`src/rtl/llcp_dly.sv`:
```
// Enabled delay line that keeps side values aligned with the arithmetic units.
// No dependencies.
`default_nettype none

module llcp_dly #(
  parameter int W = 32,
  parameter int N = 2
) (
  input  logic         clk_i,
  input  logic         en_i,
  input  logic [W-1:0] d_i,
  output logic [W-1:0] q_o
);
  logic [W-1:0] tap_q [0:N-1];

  // Shift one place on every advance.
  always_ff @(posedge clk_i) begin
    if (en_i) begin
      tap_q[0] <= d_i;
      for (int i = 1; i < N; i++) begin
        tap_q[i] <= tap_q[i-1];
      end
    end
  end

  assign q_o = tap_q[N-1];

endmodule

`default_nettype wire

```
`config.mk`:
```
export PLATFORM = sky130hd
export DESIGN_NAME = llcp_dly
export DESIGN_NICKNAME = d
export VERILOG_FILES = /design/src/rtl/llcp_dly.sv
export SDC_FILE = /design/constraint.sdc
export NUM_CORES = 1
export LEC_CHECK = 0
export BUFFER_PORTS_ARGS = -buffer_cell sky130_fd_sc_hd__buf_2
export CAP_MARGIN = 20
export CORE_AREA = 2 2 66 68
export CTS_BUF_LIST = sky130_fd_sc_hd__clkbuf_4 sky130_fd_sc_hd__clkbuf_8
export CTS_CLUSTER_SIZE = 14
export DETAILED_ROUTE_END_ITERATION = 6
export DIE_AREA = 0 0 68 70
export PLACE_DENSITY_LB_ADDON = 0.05
export SLEW_MARGIN = 20
export SYNTH_ARGS = -nofsm -noshare
export SYNTH_HDL_FRONTEND = slang
export SYNTH_SLANG_ARGS = --single-unit
```
`constraint.sdc`:
```
create_clock -name clk_i -period 1.09 [get_ports clk_i]
set_input_delay 0.109 -clock clk_i [delete_from_list [all_inputs] [get_ports clk_i]]
set_output_delay 0.109 -clock clk_i [all_outputs]
set_load 0.02 [all_outputs]
```
---- Yosys cells after proc, flatten, opt, wreduce, memory -nomap -nowiden ----
Memories as Yosys holds them, arrays and structs flattened.
Index checks and enable logic that the tools add are counted.
storage, ports and cells
  flip-flop bits (word level) ............. 0
  memory bits (writable) .................. 64
  input bits .............................. 34
  output and inout port bits .............. 32
  logic and storage cells ................. 3
  memories ................................ 1
cells by class
  mux-type cells .......................... 2
memories
  memory  words  width  read ports  clocked after memory_dff  write ports  line  RTL
  tap_q   2      32     2           0                         2            14    logic [W-1:0] tap_q [0:N-1];
operator list
  cell              number
  2-to-1 mux 1 bit  2

---- Logic depth before layout (Yosys ltp) ----
  depth in word-level cells ............... 2
  depth in mapped cells ................... 1
  gate-level depth less buffers ........... 0

---- Least setup slack after synthesis ----
No wires, ideal clock.
  kind .................................... reg-to-output
  from .................................... mem tap_q[1][0] (netlist: tap_q[0][32])
  to ...................................... out q_o[0]
  data arrival time ....................... 0.490 ns
  required time ........................... 0.981 ns
  path slack .............................. 0.491 ns
  stages on the path, launching flop included .. 2
  buffers on the path ..................... 1
  cells stage by stage .................... edfxtp_1 buf_4
RTL lines
  element          line  RTL
  start, declared  14
  end, declared    12    output logic [W-1:0] q_o

==> summary.md <==
| Metric | Value |
|---|---|
| Net Sw Frac | `20.3%` |
| Std cell rows | `24` |
| Vias in the first global route | `957` |
| CORE AREA | `4140 µm²` |
| Crit path capture type | `output pin` |
| Slew Viols, Final | `0` |
| Xor/xnor share of the synthesized area | `0%` |
| Placed instance area | `2350 µm²` |
| Cell family with most CP delay | `flip-flops` |
| FF+latch count, synth | `64` |
| Synthesized cell area | `2160 µm²` |
| R2r setup slk | `0.45 ns` |
| Critical-path top delay cell | `edfxtp_1` |
| PortBufs | `65` |
| GP Congestion | `0.598` |
| Sequential Power Share | `60.7%` |
| Area share of the largest cell type after synthesis | `88.9%` |
| Clock slew at reported path FFs | `0.06 ns` |
| Placed insts | `183` |
| Post-Layout Cell Count | `228` |
| First-pass GRT wire length | `4270 µm` |
| Synth area leaders | `edfxtp_1 (89%), buf_4 (11%)` |
| Total GRT Usage | `13.6%` |
| Cell count after synthesis | `96` |
| Final Hold Viols | `0` |
| Comb pwr share | `7.8%` |
| Clk Latency, worst-skew pair | `0.33 ns` |
| Num ports | `66` |
| Clock Skews | `0.00368 ns` |
| Post-CTS repair timing setup buffer count | `0` |
| Biggest register | `tap_q` |
| Post-synthesis sequential area ratio | `88.9%` |
| Post-route clock period utilization | `92.6%` |
| PD cells | `1730 nW/µm²` |
| Antenna cell count | `0` |
| Worst Path Max Fanout | `1` |
| Antenna Nets Post-Route | `0` |
| Overflow after GRT | `0` |
| Clock Tree Buf Depth | `2` |
| VDD IR-drop max | `0.945 mV` |
| Die width | `68 µm` |
| Switching Power | `0.989 mW` |
| Worst slew slack as a fraction of its limit | `88.0%` |
| Bufs and invs on worst path | `1` |
| Required time of the critical path | `0.98 ns` |
| Worst setup margin | `0.0810 ns` |
| Post-synthesis mux area share | `0%` |
| H-tree depth | `3` |
| Status | `finished, final reports clean` |
| TritonCTS clock tree | `yes` |
| Syn_area_per_cell | `22.5 µm²` |
| Dominant synthesized flop cell | `edfxtp_1` |
| Synth Area in Simple Gates | `0%` |
| Max FFs per register | `64` |
| Minimum hold slack | `0.271 ns` |
| Largest family of logic cells by synthesized area | `buffers and inverters` |
| Startpoint types | `register` |
| RSZ-0062 raised after global routing | `no` |
| Final Critical Period | `1.01 ns` |
| Most frequent cell after synthesis | `edfxtp_1` |
| Initial Util | `52.2%` |
| CTS Buf Count | `9` |
| Yosys warns | `0` |
| Final setup viols | `0` |
| Share of cells above drive strength 1 | `44.3%` |
| DRC viols | `0` |
| Wirelength per Cell | `12.7 µm` |
| TNS Setup | `0 ns` |
| CP max stage delay | `0.40 ns` |
| Iter 0 DRT Violations | `75` |
| HP Class | `input pin to register` |
| Int Power | `3.89 mW` |
| Router iterations before antenna repair | `4` |
| Die area | `4760 µm²` |
| Synth unique cells | `2` |
| Die Y-Extent | `70 µm` |
| Multi-input logic area | `0 µm²` |
| Clock share of power | `31.5%` |
| Post-Syn Nets | `130` |
| Area growth, synth to finish | `30.3%` |
| Vias post-DR | `959` |
| Layout Cell Area excl Fill | `2820 µm²` |
| Synth Area in Compound Gates | `0%` |
| Largest net degree at the start of global routing | `35` |
| Biggest regs | `tap_q: 64 flops` |
| Via density | `4.21` |
| Post_cts resized | `0` |
| Initial antenna violation count | `0` |
| Leak Pwr | `1.11 nW` |
| Post-synth top cells | `edfxtp_1 (64), buf_4 (32)` |
| Post-synth top area cell | `edfxtp_1` |
| Worst slack at placement | `0.299 ns` |
| Sink Count | `64` |
| Synth async-reset ratio | `0%` |
| Post-DP HPWL | `1710 µm` |
| Clk root buf | `clkbuf_8` |
| Fmax | `0.991 GHz` |
| Max-cap violations | `0` |
| Hold Buf Count CTS | `32` |
| Worst slew pin tran | `0.180 ns` |
| Adder-cell share of the synthesized area | `0%` |
| Crit path DAT | `0.90 ns` |
| Final wirelength | `2900 µm` |
| NumNets Final | `208` |
| Multi-input gate count | `0` |
| Post-synth EDFFs | `64` |
| CP Class | `register to output pin` |
| CP Cell Sequence | `buf_2` |
-- per-stage QoR --
stage,power (mW),util (%)
floorplan,3.21,-
global placement,3.29,56.8
detailed placement,3.31,56.8
CTS,4.94,68.0
global route,5.07,68.0
finish,4.88,68.0
-- final timing paths --
| path | from | end | cells after the start |
|---|---|---|---|
| worst min-delay path | en_i | tap_q[0][26]$_DFFE_PP_ | 2 |
| worst max register to register | tap_q[0][22]$_DFFE_PP_ | tap_q[0][54]$_DFFE_PP_ | 0 |
| worst max-delay path | tap_q[0][46]$_DFFE_PP_ | q_o[14] | 1 |
| worst min register to register | tap_q[0][6]$_DFFE_PP_ | tap_q[0][38]$_DFFE_PP_ | 0 |
-- area by class of cell --
class,count,area (µm²)
repair buffers,99,686
fillers,293,1330
well taps,52,65.1
flip-flops and latches,64,1920
clock buffers,10,131
clock inverters,3,12.5
-- power groups by stage --
stage / combinational [mW] / clock, mW / sequential (mW)
floorplan: 0.212 / 0 / 3.00
global placement: 0.291 / 0 / 3.00
detailed placement: 0.298 / 0 / 3.01
CTS: 0.387 / 1.59 / 2.96
global route: 0.409 / 1.69 / 2.98
finish: 0.382 / 1.54 / 2.96
-- cell usage in the layout, fill, tap and decap left out, drive strengths merged --
cell / count
buf: 67
edfxtp: 64
dlygate4sd3: 32
clkbuf: 10
clkinv: 3
-- cell families after synthesis --
| group | count (synthesis) |
|---|---|
| flip-flops | 64 |
| buffers and inverters | 32 |
-- layer usage --
layer / vias to the layer above / share of wire, % / track usage [%]
met5: - / 0 / 0
met4: 0 / 2.0 / 9.33
met3: 5 / 8.5 / 6.60
met2: 43 / 51 / 20.8
met1: 434 / 38 / 14.4
li1: 477 / - / -
Note: power is estimated with default switching activity, not from simulation.
